### src/sv/tkh_pkg.sv
package tkh_pkg;

  localparam int unsigned TopK    = 20;
  localparam int unsigned IdxW    = $clog2(TopK);
  localparam int unsigned FillW   = $clog2(TopK + 1);
  localparam int unsigned KeyW    = 16;
  localparam int unsigned CountW  = 32;
  localparam int unsigned QDepth  = 2;

  localparam logic ModeOffer = 1'b0;
  localparam logic ModeDump  = 1'b1;

  typedef struct packed {
    logic              mode;
    logic [KeyW-1:0]   entry_key;
    logic [CountW-1:0] entry_count;
  } in_item_t;

  typedef struct packed {
    logic [KeyW-1:0]   out_key;
    logic [CountW-1:0] out_count;
    logic              out_valid;
    logic              out_last;
  } out_item_t;

  typedef struct packed {
    logic              is_dump;
    logic [KeyW-1:0]   key;
    logic [CountW-1:0] count;
  } cmd_t;

endpackage

### src/sv/tkh_if.sv
interface tkh_in_if;
  logic                       valid;
  logic                       ready;
  logic                       mode;
  logic [tkh_pkg::KeyW-1:0]   entry_key;
  logic [tkh_pkg::CountW-1:0] entry_count;
  modport source (output valid, mode, entry_key, entry_count, input ready);
  modport sink   (input valid, mode, entry_key, entry_count, output ready);
endinterface

interface tkh_out_if;
  logic                       valid;
  logic                       ready;
  logic [tkh_pkg::KeyW-1:0]   out_key;
  logic [tkh_pkg::CountW-1:0] out_count;
  logic                       out_valid;
  logic                       out_last;
  modport source (output valid, out_key, out_count, out_valid, out_last, input ready);
  modport sink   (input valid, out_key, out_count, out_valid, out_last, output ready);
endinterface

### src/sv/tkh_front.sv
// Accepts items and queues them as commands for the engine.
module tkh_front (
  input  logic          clk_i,
  input  logic          rst_ni,
  tkh_in_if.sink        in_i,
  output tkh_pkg::cmd_t cmd_o,
  output logic          cmd_valid_o,
  input  logic          cmd_ready_i
);

  tkh_pkg::cmd_t fifo_q [tkh_pkg::QDepth];
  logic          wr_ptr_q, wr_ptr_d, rd_ptr_q, rd_ptr_d;
  logic [1:0]    cnt_q, cnt_d;
  logic          push, pop;

  assign in_i.ready  = (cnt_q != 2'd2);
  assign push        = in_i.valid && in_i.ready;
  assign cmd_valid_o = (cnt_q != 2'd0);
  assign pop         = cmd_valid_o && cmd_ready_i;
  assign cmd_o       = fifo_q[rd_ptr_q];

  always_comb begin
    wr_ptr_d = wr_ptr_q ^ push;
    rd_ptr_d = rd_ptr_q ^ pop;
    cnt_d    = cnt_q + {1'b0, push} - {1'b0, pop};
  end

  always_ff @(posedge clk_i) begin
    if (push) begin
      fifo_q[wr_ptr_q] <= '{is_dump: (in_i.mode == tkh_pkg::ModeDump),
                            key: in_i.entry_key, count: in_i.entry_count};
    end
  end

  always_ff @(posedge clk_i or negedge rst_ni) begin
    if (!rst_ni) begin
      wr_ptr_q <= 1'b0;
      rd_ptr_q <= 1'b0;
      cnt_q    <= 2'd0;
    end else begin
      wr_ptr_q <= wr_ptr_d;
      rd_ptr_q <= rd_ptr_d;
      cnt_q    <= cnt_d;
    end
  end

  a_no_overflow: assert property (@(posedge clk_i) disable iff (!rst_ni)
    cnt_q == 2'd2 |-> !in_i.ready) else $error("queue overflow");
  a_cnt_range: assert property (@(posedge clk_i) disable iff (!rst_ni)
    cnt_q != 2'd3) else $error("queue count out of range");
  a_pop_nonempty: assert property (@(posedge clk_i) disable iff (!rst_ni)
    pop |-> cnt_q != 2'd0) else $error("pop from empty queue");

endmodule

### src/sv/tkh_engine.sv
// Heap store and sequencer: fill, bottom-up build, replace+sift, dump.
// Store is a memory read one address per cycle with registered read data.
module tkh_engine (
  input  logic          clk_i,
  input  logic          rst_ni,
  input  tkh_pkg::cmd_t cmd_i,
  input  logic          cmd_valid_i,
  output logic          cmd_ready_o,
  tkh_out_if.source     out_o
);

  localparam logic [3:0] SIdle  = 4'd0;
  localparam logic [3:0] SBuild = 4'd1;  // start sift at build_i
  localparam logic [3:0] SRdPos = 4'd2;  // read pos entry
  localparam logic [3:0] SRdL   = 4'd3;  // read left child
  localparam logic [3:0] SRdR   = 4'd4;  // read right child
  localparam logic [3:0] SCmp   = 4'd5;  // pick child, compare
  localparam logic [3:0] SDump  = 4'd6;  // read next entry for dump
  localparam logic [3:0] SDOut  = 4'd7;  // present dump entry
  localparam logic [3:0] SRoot  = 4'd8;  // compare offer with root
  localparam logic [3:0] SEmpty = 4'd9;

  localparam int unsigned IdxW = tkh_pkg::IdxW;
  localparam int unsigned CW   = IdxW + 2;  // child index room

  logic [tkh_pkg::KeyW-1:0]   mem_key   [tkh_pkg::TopK];
  logic [tkh_pkg::CountW-1:0] mem_count [tkh_pkg::TopK];
  logic [tkh_pkg::KeyW-1:0]   rd_key_q;
  logic [tkh_pkg::CountW-1:0] rd_count_q;

  logic [3:0]                 state_q, state_d;
  logic [tkh_pkg::FillW-1:0]  fill_q, fill_d;
  logic                       built_q, built_d;
  logic [IdxW-1:0]            build_i_q, build_i_d;
  logic [IdxW-1:0]            pos_q, pos_d;
  logic [IdxW-1:0]            ptr_q, ptr_d;
  logic [tkh_pkg::KeyW-1:0]   hold_key_q, hold_key_d;
  logic [tkh_pkg::CountW-1:0] hold_cnt_q, hold_cnt_d;
  logic [tkh_pkg::KeyW-1:0]   lkey_q, lkey_d;
  logic [tkh_pkg::CountW-1:0] lcnt_q, lcnt_d;
  logic                       offer_q, offer_d;  // replace pending after build
  tkh_pkg::cmd_t              cmd_q, cmd_d;
  tkh_pkg::out_item_t         res_q, res_d;
  logic                       res_v_q, res_v_d;

  logic                       rd_en, wr_en;
  logic [IdxW-1:0]            rd_addr, wr_addr;
  logic [tkh_pkg::KeyW-1:0]   wr_key;
  logic [tkh_pkg::CountW-1:0] wr_cnt;
  logic [CW-1:0]              lc, rc;
  logic                       res_free;

  assign lc       = {1'b0, pos_q, 1'b1};
  assign rc       = lc + CW'(1);
  assign res_free = !res_v_q || out_o.ready;
  assign cmd_ready_o = (state_q == SIdle);

  always_ff @(posedge clk_i) begin
    if (wr_en) begin
      mem_key[wr_addr]   <= wr_key;
      mem_count[wr_addr] <= wr_cnt;
    end
    if (rd_en) begin
      rd_key_q   <= mem_key[rd_addr];
      rd_count_q <= mem_count[rd_addr];
    end
  end

  always_comb begin
    state_d = state_q;  fill_d = fill_q;  built_d = built_q;
    build_i_d = build_i_q;  pos_d = pos_q;  ptr_d = ptr_q;
    hold_key_d = hold_key_q;  hold_cnt_d = hold_cnt_q;
    lkey_d = lkey_q;  lcnt_d = lcnt_q;  offer_d = offer_q;  cmd_d = cmd_q;
    res_d = res_q;  res_v_d = res_v_q && !out_o.ready;
    rd_en = 1'b0;  rd_addr = pos_q;
    wr_en = 1'b0;  wr_addr = pos_q;  wr_key = hold_key_q;  wr_cnt = hold_cnt_q;
    unique case (state_q)
      SIdle: begin
        if (cmd_valid_i) begin
          cmd_d = cmd_i;
          if (cmd_i.is_dump) begin
            ptr_d = '0;
            state_d = (fill_q == '0) ? SEmpty : SDump;
          end else if (fill_q != tkh_pkg::FillW'(tkh_pkg::TopK)) begin
            wr_en = 1'b1;  wr_addr = IdxW'(fill_q);
            wr_key = cmd_i.key;  wr_cnt = cmd_i.count;
            fill_d = fill_q + 1'b1;
          end else if (!built_q) begin
            offer_d = 1'b1;
            build_i_d = IdxW'((tkh_pkg::TopK - 1) / 2);
            state_d = SBuild;
          end else begin
            rd_en = 1'b1;  rd_addr = '0;
            state_d = SRoot;
          end
        end
      end
      SBuild: begin
        pos_d = build_i_q;  rd_en = 1'b1;  rd_addr = build_i_q;
        state_d = SRdPos;
      end
      SRdPos: begin
        hold_key_d = rd_key_q;  hold_cnt_d = rd_count_q;
        state_d = SRdL;
      end
      SRdL: begin
        if (lc < CW'(tkh_pkg::TopK)) begin
          rd_en = 1'b1;  rd_addr = IdxW'(lc);
          state_d = SRdR;
        end else begin
          wr_en = 1'b1;  // place held entry, sift done
          if (offer_q) begin
            if (build_i_q == '0) begin
              built_d = 1'b1;  offer_d = 1'b0;
              rd_en = 1'b1;  rd_addr = '0;
              state_d = SRoot;
            end else begin
              build_i_d = build_i_q - 1'b1;
              state_d = SBuild;
            end
          end else begin
            state_d = SIdle;
          end
        end
      end
      SRdR: begin
        lkey_d = rd_key_q;  lcnt_d = rd_count_q;
        if (rc < CW'(tkh_pkg::TopK)) begin
          rd_en = 1'b1;  rd_addr = IdxW'(rc);
        end
        state_d = SCmp;
      end
      SCmp: begin
        // right taken only if strictly smaller than left
        if (rc < CW'(tkh_pkg::TopK) && lcnt_q > rd_count_q) begin
          if (hold_cnt_q > rd_count_q) begin
            wr_en = 1'b1;  wr_key = rd_key_q;  wr_cnt = rd_count_q;
            pos_d = IdxW'(rc);  state_d = SRdL;
          end else begin
            wr_en = 1'b1;  state_d = SRdL;  pos_d = pos_q;
            state_d = offer_q ? SRdL : SRdL;
          end
        end else if (hold_cnt_q > lcnt_q) begin
          wr_en = 1'b1;  wr_key = lkey_q;  wr_cnt = lcnt_q;
          pos_d = IdxW'(lc);  state_d = SRdL;
        end else begin
          wr_en = 1'b1;
          state_d = SRdL;
        end
        // stop case: finish the sift here when the held entry stays at pos
        if (!(wr_en && (pos_d != pos_q))) begin
          // held entry already written at pos; finish sift
          if (offer_q) begin
            if (build_i_q == '0) begin
              built_d = 1'b1;  offer_d = 1'b0;
              rd_en = 1'b1;  rd_addr = '0;
              state_d = SRoot;
            end else begin
              build_i_d = build_i_q - 1'b1;
              state_d = SBuild;
            end
          end else begin
            state_d = SIdle;
          end
        end
      end
      SRoot: begin
        if (cmd_q.count > rd_count_q) begin
          hold_key_d = cmd_q.key;  hold_cnt_d = cmd_q.count;
          pos_d = '0;  state_d = SRdL;
        end else begin
          state_d = SIdle;
        end
      end
      SDump: begin
        rd_en = 1'b1;  rd_addr = ptr_q;
        state_d = SDOut;
      end
      SDOut: begin
        if (res_free) begin
          res_v_d = 1'b1;
          res_d = '{out_key: rd_key_q, out_count: rd_count_q, out_valid: 1'b1,
                    out_last: (tkh_pkg::FillW'(ptr_q) + 1'b1 == fill_q)};
          if (tkh_pkg::FillW'(ptr_q) + 1'b1 == fill_q) begin
            state_d = SIdle;
          end else begin
            ptr_d = ptr_q + 1'b1;  state_d = SDump;
          end
        end
      end
      SEmpty: begin
        if (res_free) begin
          res_v_d = 1'b1;
          res_d = '{out_key: '0, out_count: '0, out_valid: 1'b0, out_last: 1'b1};
          state_d = SIdle;
        end
      end
      default: state_d = SIdle;
    endcase
  end

  always_ff @(posedge clk_i) begin
    build_i_q <= build_i_d;  pos_q <= pos_d;  ptr_q <= ptr_d;
    hold_key_q <= hold_key_d;  hold_cnt_q <= hold_cnt_d;
    lkey_q <= lkey_d;  lcnt_q <= lcnt_d;  cmd_q <= cmd_d;  res_q <= res_d;
  end

  always_ff @(posedge clk_i or negedge rst_ni) begin
    if (!rst_ni) begin
      state_q <= SIdle;  fill_q <= '0;  built_q <= 1'b0;
      offer_q <= 1'b0;  res_v_q <= 1'b0;
    end else begin
      state_q <= state_d;  fill_q <= fill_d;  built_q <= built_d;
      offer_q <= offer_d;  res_v_q <= res_v_d;
    end
  end

  assign out_o.valid     = res_v_q;
  assign out_o.out_key   = res_q.out_key;
  assign out_o.out_count = res_q.out_count;
  assign out_o.out_valid = res_q.out_valid;
  assign out_o.out_last  = res_q.out_last;

  a_fill_max: assert property (@(posedge clk_i) disable iff (!rst_ni)
    fill_q <= tkh_pkg::FillW'(tkh_pkg::TopK)) else $error("fill over capacity");
  a_built_full: assert property (@(posedge clk_i) disable iff (!rst_ni)
    built_q |-> fill_q == tkh_pkg::FillW'(tkh_pkg::TopK)) else $error("heap before full");
  a_res_hold: assert property (@(posedge clk_i) disable iff (!rst_ni)
    res_v_q && !out_o.ready |=> res_v_q && $stable(res_q)) else $error("result lost");

endmodule

### src/sv/top_k_min_heap_selector.sv
// Channel | Dir | Fields
// in_i    | in  | mode, entry_key, entry_count
// out_o   | out | out_key, out_count, out_valid, out_last
//
// Filling offer: written straight into the store. Heap offer: compared with the
// root and dropped unless larger; a replacement sifts down, comparing with the
// smaller child at each level. The first offer after fill runs a bottom-up build
// of 10 sifts first, then the offer. Dump: each entry is read, then presented.
// A 2-entry queue decouples input from the engine.
// Reset empties the store; output stalls hold the engine, not the queue.
module top_k_min_heap_selector (
  input logic        clk_i,
  input logic        rst_ni,
  tkh_in_if.sink     in_i,
  tkh_out_if.source  out_o
);

  tkh_pkg::cmd_t cmd;
  logic          cmd_valid, cmd_ready;

  tkh_front u_front (
    .clk_i, .rst_ni, .in_i,
    .cmd_o(cmd), .cmd_valid_o(cmd_valid), .cmd_ready_i(cmd_ready)
  );

  tkh_engine u_engine (
    .clk_i, .rst_ni,
    .cmd_i(cmd), .cmd_valid_i(cmd_valid), .cmd_ready_o(cmd_ready), .out_o
  );

endmodule
### src/flat_wrapper.sv
// flat-port wrapper written by rule: the top's interface ports become plain ports
module top_k_min_heap_selector_flat 
  (clk_i, rst_ni, in_i_valid, in_i_mode, in_i_entry_key, in_i_entry_count, in_i_ready, out_o_valid, out_o_out_key, out_o_out_count, out_o_out_valid, out_o_out_last, out_o_ready);
  tkh_in_if in_i_i ();
  tkh_out_if out_o_i ();
  input logic clk_i;
  input logic rst_ni;
  input wire logic [$bits(in_i_i.valid)-1:0] in_i_valid;
  input wire logic [$bits(in_i_i.mode)-1:0] in_i_mode;
  input wire logic [$bits(in_i_i.entry_key)-1:0] in_i_entry_key;
  input wire logic [$bits(in_i_i.entry_count)-1:0] in_i_entry_count;
  output wire logic [$bits(in_i_i.ready)-1:0] in_i_ready;
  output wire logic [$bits(out_o_i.valid)-1:0] out_o_valid;
  output wire logic [$bits(out_o_i.out_key)-1:0] out_o_out_key;
  output wire logic [$bits(out_o_i.out_count)-1:0] out_o_out_count;
  output wire logic [$bits(out_o_i.out_valid)-1:0] out_o_out_valid;
  output wire logic [$bits(out_o_i.out_last)-1:0] out_o_out_last;
  input wire logic [$bits(out_o_i.ready)-1:0] out_o_ready;
  assign in_i_i.valid = in_i_valid;
  assign in_i_i.mode = in_i_mode;
  assign in_i_i.entry_key = in_i_entry_key;
  assign in_i_i.entry_count = in_i_entry_count;
  assign in_i_ready = in_i_i.ready;
  assign out_o_valid = out_o_i.valid;
  assign out_o_out_key = out_o_i.out_key;
  assign out_o_out_count = out_o_i.out_count;
  assign out_o_out_valid = out_o_i.out_valid;
  assign out_o_out_last = out_o_i.out_last;
  assign out_o_i.ready = out_o_ready;
  top_k_min_heap_selector u_core (.clk_i(clk_i), .rst_ni(rst_ni), .in_i(in_i_i), .out_o(out_o_i));
endmodule
### config.mk
export PLATFORM = sky130hd
export DESIGN_NAME = top_k_min_heap_selector_flat
export DESIGN_NICKNAME = d
export VERILOG_FILES = /design/src/sv/tkh_pkg.sv /design/src/sv/tkh_if.sv /design/src/sv/tkh_front.sv /design/src/sv/tkh_engine.sv /design/src/sv/top_k_min_heap_selector.sv /design/src/flat_wrapper.sv
export SDC_FILE = /design/constraint.sdc
export NUM_CORES = 2
export LEC_CHECK = 0
export ABC_AREA = 0
export BUFFER_PORTS_ARGS = -buffer_cell sky130_fd_sc_hd__buf_4
export CORE_MARGIN = 2
export CORE_UTILIZATION = 65
export DETAILED_ROUTE_END_ITERATION = 8
export PLACE_DENSITY = 0.88
export SLEW_MARGIN = 20
export SYNTH_ARGS = -nofsm -noshare
export SYNTH_HDL_FRONTEND = slang
export SYNTH_SLANG_ARGS = --single-unit
### constraint.sdc
create_clock -name clk_i -period 16.55 [get_ports clk_i]
set_input_delay 3.31 -clock clk_i [delete_from_list [all_inputs] [get_ports clk_i]]
set_output_delay 3.31 -clock clk_i [all_outputs]
set_load 0.1 [all_outputs]
**Word level (Yosys, flattened, before mapping)**

Memory sizes are Yosys's and may differ from the RTL's. A register that Yosys moved wholly into a read port is not among the register bits.
Cells that the tools add are included.

- Output and inout bits: 52
- Bits in writable memories: 1058
- Register bits after elaboration: 225
- Latch bits: 0
- Bits of input ports: 53
- Memories kept: 3
- Word-level logic and storage cells: 198
- Memory bits (read-only): 0

- Order comparisons: 6
- Bitwise gates (word level): 3
- Divide/modulo/power cells: 0
- $mul: 0
- Reduce and logical (&&, ||, !) cells: 29
- Shifts and indexed selects: 0
- $add $sub $neg: 6
- Equal/unequal tests: 25
- Mux-type cells: 105

Memory list:

| memory | depth | bits a word | rd ports | clocked after memory_dff | wr ports | RTL line | source |
|---|---|---|---|---|---|---|---|
| u_core.u_engine.mem_count | 20 | 32 | 1 | 1 | 1 | tkh_engine.sv:27 | `logic [tkh_pkg::CountW-1:0] mem_count [tkh_pkg::TopK];` |
| u_core.u_engine.mem_key | 20 | 16 | 1 | 1 | 1 | tkh_engine.sv:26 | `logic [tkh_pkg::KeyW-1:0] mem_key [tkh_pkg::TopK];` |
| u_core.u_front.fifo_q | 2 | 49 | 1 | 0 | 1 | tkh_front.sv:11 | `tkh_pkg::cmd_t fifo_q [tkh_pkg::QDepth];` |

Operator list:

| operator | number |
|---|---|
| 2-to-1 mux 32 bit | 7 |
| 2-to-1 mux 5 bit | 30 |
| greater-than comparator 32 bit | 4 |
| case mux 32 bit (2 select lines) | 2 |
| 2-to-1 mux 16 bit | 7 |
| 2-to-1 mux 50 bit | 2 |
| case mux 50 bit (2 select lines) | 1 |
| case mux 16 bit (2 select lines) | 2 |
| 2-to-1 mux 4 bit | 11 |
| case mux 4 bit (10 select lines) | 1 |
| 2-to-1 mux 1 bit | 32 |
| case mux 5 bit (3 select lines) | 2 |
| case mux 5 bit (6 select lines) | 1 |
| != test 2 bit (second input constant) | 12 |
| == test 4 x 3 -> 1 bit (second input constant) | 4 |
| adder 5 x 1 -> 5 bit (second input constant) | 2 |
| logical NOT 5 bit | 2 |
| case mux 5 bit (2 select lines) | 1 |
| nonzero test 2 bit | 5 |
| == test 4 x 2 -> 1 bit (second input constant) | 2 |
| == test 4 bit (second input constant) | 2 |
| AND reduction 4 bit | 2 |
| adder 6 x 1 -> 7 bit (second input constant) | 1 |
| < comparator 7 x 5 -> 1 bit (second input constant) | 1 |
| other kinds (26) | 38 |

**Logic depth before layout (Yosys ltp)**

- Word-level depth: 9
- Depth in mapped cells: 18
- Mapped depth without buffers: 14

**Hierarchy**

From an unflattened synthesis, not the netlist that was laid out.

- Cells, all modules: 4207
- Area total of the unflattened synthesis: 56465.4 µm²

By module, submodules not included:

| module | cells an instance | instances | sequential area each (µm²) | area each (µm²) |
|---|---|---|---|---|
| tkh_engine | 4031 | 1 | 36845.3 | 52680.5 |
| tkh_front | 176 | 1 | 3042.9 | 3784.9 |

**Worst setup path before layout**

No wires, ideal clock.

- Path kind: register to register
- From: register u_core.u_engine.state_q[2]
- To: memory u_core.u_engine.mem_count[16][0] (netlist bit), enable pin
- Data required time: 16.096 ns
- Library setup time: 0.454 ns
- Period minus slack after synthesis: 6.662 ns
- Slack: 9.888 ns
- Cell stages (with the launch flop): 10
- Path buffers: 1
- Arrival time: 6.208 ns
- Path through: dfrtp_1 -> clkbuf_1 -> nor3_1 -> nand2_1 -> nor2_1 -> nand2_1 -> nor2_1 -> a21oi_1 -> or3_1 -> nor2_1

- Word-level cells in the longest chain between the ends: 4
- Elaborated cells on any way between the ends: 7
- Those cells by class: 2 x eq/ne; 4 x mux; 1 x reduce/logical

RTL lines:

| item | RTL line | source |
|---|---|---|
| from (decl) | tkh_engine.sv:31 | `logic [3:0] state_q, state_d;` |
| from (signal assigned) | tkh_engine.sv:213 | `state_q <= state_d; fill_q <= fill_d; built_q <= built_d;` |
| == test 4 x 3 -> 1 bit (tied with other cells) | tkh_engine.sv:77 | `unique case (state_q)` |
| case mux 1 bit (3 select lines) | tkh_engine.sv:77 |  |
| 2-to-1 mux 1 bit | tkh_engine.sv:59 | `if (wr_en) begin` |
| 2-to-1 mux 1 bit (not written as such) | tkh_engine.sv:61 | `mem_count[wr_addr] <= wr_cnt;` |
| to (decl) | tkh_engine.sv:27 |  |

Parallel ways exist; a longest one is shown, timed or not.

**Final worst setup path**

- From: register u_core.u_engine.rd_count_q[29] (netlist bit), read port of u_core.u_engine.mem_count
- To: register u_core.u_engine.rd_count_q[26] (netlist bit), read port of u_core.u_engine.mem_count (data pin)

- Word-level cells in the longest chain between the ends: 8
- Elaborated cells on any way between the ends: 12
- Those cells by class: 2 x order compare; 1 x eq/ne; 7 x mux; 2 x reduce/logical

RTL lines:

| item | RTL line | source |
|---|---|---|
| from (decl) | tkh_engine.sv:29 | `logic [tkh_pkg::CountW-1:0] rd_count_q;` |
| greater-than comparator 32 bit (on tied branches) | tkh_engine.sv:136, tkh_engine.sv:135 |  |
| 2-to-1 mux 5 bit or logical AND 1 bit (tied branches) | tkh_engine.sv:136, tkh_engine.sv:135 |  |
| 2-to-1 mux 5 bit * | tkh_engine.sv:135 | `if (rc < CW'(tkh_pkg::TopK) && lcnt_q > rd_count_q) begin` |
| 2-to-1 mux 5 bit * | tkh_engine.sv:77 |  |
| != test 5 bit * | tkh_engine.sv:151 | `if (!(wr_en && (pos_d != pos_q))) begin` |
| logical AND 1 bit * | tkh_engine.sv:151 |  |
| 2-to-1 mux 5 bit or 2-to-1 mux 1 bit (tied branches) | tkh_engine.sv:151 |  |
| case mux 5 bit (6 select lines) or case mux 1 bit (5 select lines) (tied branches) | tkh_engine.sv:77 |  |

Mark *: on every way between the ends. The rest lies on a longest branch, timed or not. The select of a mux whose other input is x is not followed.
A chain may end at the register's enable or synchronous reset.

==> impl_summary.txt <==
----------------------------------------------------
[CTS]
  Clock Tree Buf Depth ... 3
  Clk sink count ... 1331
  Number of hold buffers added after CTS ... 0
  Setup bufs post-CTS ... 0
  Cell chosen for the clock root ... sky130_fd_sc_hd__clkbuf_16
  Total CTS buffers ... 117
  CTS tree ... yes
  Post-cts resize count ... 0
  Number of H-tree levels ... 3
  Latest clock arrival within the worst-skew pair ... 720 ps
  Clk pin slew, worst setup/hold paths ... 70 ps

[Routing]
  Final wirelength ... 154 mm
  DRC viols ... 0
  Antenna Violating Nets Remaining ... 0
  Post-Route M1 WL ... 49.3 mm
  Uppermost signal routing layer after detailed routing ... met5
  Number of optimization iterations in the first detailed-route pass ... 7
  Wirelength per Cell ... 30.9 um
  Detailed route wirelength on metal2 ... 70.1 mm
  Number of vias after detailed routing ... 36.0k
  1st-iter DRT viols ... 6817
  DR WL met3 ... 24.3 mm
  Detail-routed via count per cell ... 7.24

[Yosys]
  Count of synthesis-stage warnings from yosys ... 0
  Post-synthesis simple-gate area fraction ... 8.97%
  Cell types occupying the most area after synthesis ... sky130_fd_sc_hd__edfxtp_1, sky130_fd_sc_hd__mux4_2, sky130_fd_sc_hd__nand2_1
  Mux contribution to synthesized area ... 6.23%
  Fraction of post-synthesis cell area in the top cell type by area ... 71.5%
  Top FF cell, synth ... sky130_fd_sc_hd__edfxtp_1
  Largest family of logic cells by synthesized area ... simple AND/OR/NAND/NOR gates
  Synth Area in Adders ... 3.11%
  Number of flip-flops and latches in the synthesized netlist ... 1331
  Count of flip-flops with a built-in enable after synthesis ... 1315
  Share of the synthesized netlist area taken by xor and xnor gates ... 0.286%
  Synth Area per Inst ... 15.2 sq um
  Mapped Nets ... 3812
  Share of flip-flops with an asynchronous set or reset ... 1.20%
  Gate count of the mapped netlist ... 3622
  Post-synthesis cell area ... 55200 sq um
  Share of the yosys chip area belonging to registers ... 72.3%
  Top cell type by total area after synthesis ... sky130_fd_sc_hd__edfxtp_1
  Number of distinct standard cells referenced by the synthesized netlist ... 81
  Fraction of the mapped netlist area in compound gates ... 6.96%

[Worst setup path]
  CP Max Fanout ... 182
  Critical path capture point ... u_core.u_engine.rd_count_q[26]
  Worst reg2reg startpoint ... u_core.u_engine.rd_count_q[29]
  Crit path launch type ... register
  CP Launch Point ... u_core.u_engine.rd_count_q[29]
  Worst setup slack for register-to-register paths ... 9200 ps
  Critical Setup Path Class ... register to register
  Arrival time of data at the critical path endpoint ... 7730 ps
  Depth of the most critical reg-to-reg path ... 15
  Required time of the critical path ... 16940 ps
  Endpoint of the worst register-to-register path ... u_core.u_engine.rd_count_q[26]
  Category of the worst setup path capture point ... register

[Global route]
  Antenna violations before repair ... 3
  GRT Overall Usage ... 35.2%
  Remaining Overflow, GRT ... 0
  Vias in the first global route ... 35.6k
  Maximum number of pins on one net before global-route repair ... 190
  Wire length of the first global-routing pass ... 224 mm

[STA]
  Time the final worst path needs with I/O delays and setup ... 7350 ps
  Setup TNS after final layout ... 0 ps
  Final setup viols ... 0
  Worst Clk Skew ... 35.2 ps
  Share of the clock period used by the worst path after layout ... 44.4%
  Endpoints failing hold ... 0
  Max_slew headroom ... 19.1%
  Worst Slack Setup Final ... 9200 ps
  RSZ-0062 raised after global routing ... false
  Number of max-slew violations in the final report ... 0
  Least-Margin Pin Slew ... 1210 ps
  Maximum frequency from static timing analysis ... 136 MHz

[Die]
  Die extent in x ... 295 um
  Placeable core region ... 83800 sq um
  Num rows ... 106
  # IOs ... 105
  Effective utilization at floorplan ... 65.9%
  Die height ... 295 um
  Die Outline Area ... 87300 sq um

[Finish]
  Most frequent cells in the layout ... sky130_fd_sc_hd__edfxtp_1, sky130_fd_sc_hd__nand2_1, sky130_fd_sc_hd__buf_4
  Most common library cell in the layout ignoring fill and taps ... sky130_fd_sc_hd__edfxtp_1
  Area Overhead vs Synth ... 11.2%
  Total number of nets in the final design ... 3927
  Share of post-route cells with drive strength above 1 ... 15.7%
  Ant. Diodes ... 0

[Place]
  Routability Congestion ... 0.948
  Input/output buffers ... 104
  Hpwl dp ... 78.2 mm
  Worst slack at placement ... 9420 ps

[Flow run]
  Max-cap violations ... 0

[Worst hold path]
  Hold path startpoint ... u_core.u_engine.rd_count_q[21]
  Class of the most critical hold timing path ... register to register

[Pwr]
  Pwr per Cell Area ... 230 nW/um^2
  Leakage power summed over all cells ... 0.0208 uW
  Largest voltage drop on the vdd net ... 0.000367 V

[Outcome]
  Run status ... finished, final reports clean

----------------------------------------------------
-- worst min-delay path by stage --
stage                                             to  slack, ps  cells after the start
final                     u_core.u_engine.lcnt_q[21]        480                      0
after global routing      u_core.u_engine.lcnt_q[21]        510                      0
after CTS                 u_core.u_engine.lcnt_q[21]        480                      0
after detailed placement  u_core.u_engine.lcnt_q[28]        470                      0
after global placement    u_core.u_engine.lcnt_q[16]        450                      0
after floorplan           u_core.u_engine.lcnt_q[10]        450                      0
-- cells in the mapped netlist (6+ instances only) --
library cell,n
sky130_fd_sc_hd__a211oi_1,10
sky130_fd_sc_hd__a21o_1,19
sky130_fd_sc_hd__a21oi_1,65
sky130_fd_sc_hd__a22oi_1,101
sky130_fd_sc_hd__a311o_1,47
sky130_fd_sc_hd__a32oi_1,52
sky130_fd_sc_hd__and2_1,6
sky130_fd_sc_hd__and3_1,49
sky130_fd_sc_hd__buf_1,24
sky130_fd_sc_hd__buf_2,51
sky130_fd_sc_hd__buf_4,10
sky130_fd_sc_hd__clkbuf_1,109
sky130_fd_sc_hd__dfrtp_1,16
sky130_fd_sc_hd__edfxtp_1,1315
sky130_fd_sc_hd__ha_1,137
sky130_fd_sc_hd__inv_1,87
sky130_fd_sc_hd__mux2_2,66
sky130_fd_sc_hd__mux2i_1,54
sky130_fd_sc_hd__mux4_2,95
sky130_fd_sc_hd__nand2_1,570
sky130_fd_sc_hd__nand2b_1,9
sky130_fd_sc_hd__nand3_1,157
sky130_fd_sc_hd__nand4_1,79
sky130_fd_sc_hd__nor2_1,149
sky130_fd_sc_hd__nor2b_1,31
sky130_fd_sc_hd__nor3_1,14
sky130_fd_sc_hd__nor4_1,12
sky130_fd_sc_hd__o211ai_1,7
sky130_fd_sc_hd__o21a_1,10
sky130_fd_sc_hd__o21ai_0,120
sky130_fd_sc_hd__o221ai_1,50
sky130_fd_sc_hd__or3_1,6
sky130_fd_sc_hd__xnor2_1,11
sky130_fd_sc_hd__xor2_1,7
-- metrics by stage --
stage               total power (uW)  area (sq um)  hold slack [ps]  std cells  utilization, %
floorplan                       8950         55200              450       3622               -
global placement               10800         57500              454       4750            68.6
detailed placement             11000         57600              468       4752            68.7
CTS                            13800         61400              483       4972            73.2
global route                   14500         61400              509       4972            73.3
finish                         14100         61400              482       4972            73.3
-- flip-flops by register name, summed over array words and instances, names as in the netlist, 4 cells and up --
name,cells
u_core.u_engine.build_i_q,5
u_core.u_engine.cmd_q,48
u_core.u_engine.fill_q,5
u_core.u_engine.hold_cnt_q,32
u_core.u_engine.hold_key_q,16
u_core.u_engine.lcnt_q,32
u_core.u_engine.lkey_q,16
u_core.u_engine.mem_count,640
u_core.u_engine.mem_key,320
u_core.u_engine.out_o.out_count,32
u_core.u_engine.out_o.out_key,16
u_core.u_engine.pos_q,5
u_core.u_engine.ptr_q,5
u_core.u_engine.rd_count_q,32
u_core.u_engine.rd_key_q,16
u_core.u_engine.state_q,4
u_core.u_front.fifo_q,98
-- power breakdown --
group	switching (uW)	total (uW)	internal, uW
registers	315	5280	4960
logic	4300	6100	1800
clock network	1240	2740	1500
-- cells by family after synthesis --
logic type               Yosys count
flip-flops                      1331
AND/OR/NAND/NOR                 1102
AO/OA/AOI/OAI                    532
buffers and inverters            286
multiplexers                     216
adder cells (fa/ha/maj)          137
XOR/XNOR                          18
-- area by class of cell --
type                            count  area (sq um)
Fill cell                        4528         22400
Tap cell                         1134          1420
Clock inverter                     84           796
Timing Repair Buffer              195          1500
Sequential cell                  1331         39900
Multi-Input combinational cell   2005         14400
Clock buffer                      136          3020
Inverter                           87           327
-- critical path: stages (launching register included) --
cell and delay [ps]:
sky130_fd_sc_hd__edfxtp_1 530, sky130_fd_sc_hd__inv_1 180, sky130_fd_sc_hd__ha_1 340, sky130_fd_sc_hd__nand4_1 200, sky130_fd_sc_hd__nor4_1 950, sky130_fd_sc_hd__a22oi_1 240, sky130_fd_sc_hd__a32oi_4 390, sky130_fd_sc_hd__mux2i_2 420
sky130_fd_sc_hd__nor4b_2 140, sky130_fd_sc_hd__o21ai_4 190, sky130_fd_sc_hd__buf_12 690, sky130_fd_sc_hd__buf_4 810, sky130_fd_sc_hd__buf_4 770, sky130_fd_sc_hd__mux4_2 410, sky130_fd_sc_hd__a22oi_1 290, sky130_fd_sc_hd__nand3_1 270
-- metal layers --
layer  vias up  global-route usage, %
met5         -                      0
met4         4                   20.1
met3       776                   8.95
met2      3680                   54.1
met1     17262                   46.4
li1      14298                      -
Power figures use the tool's default switching activity.
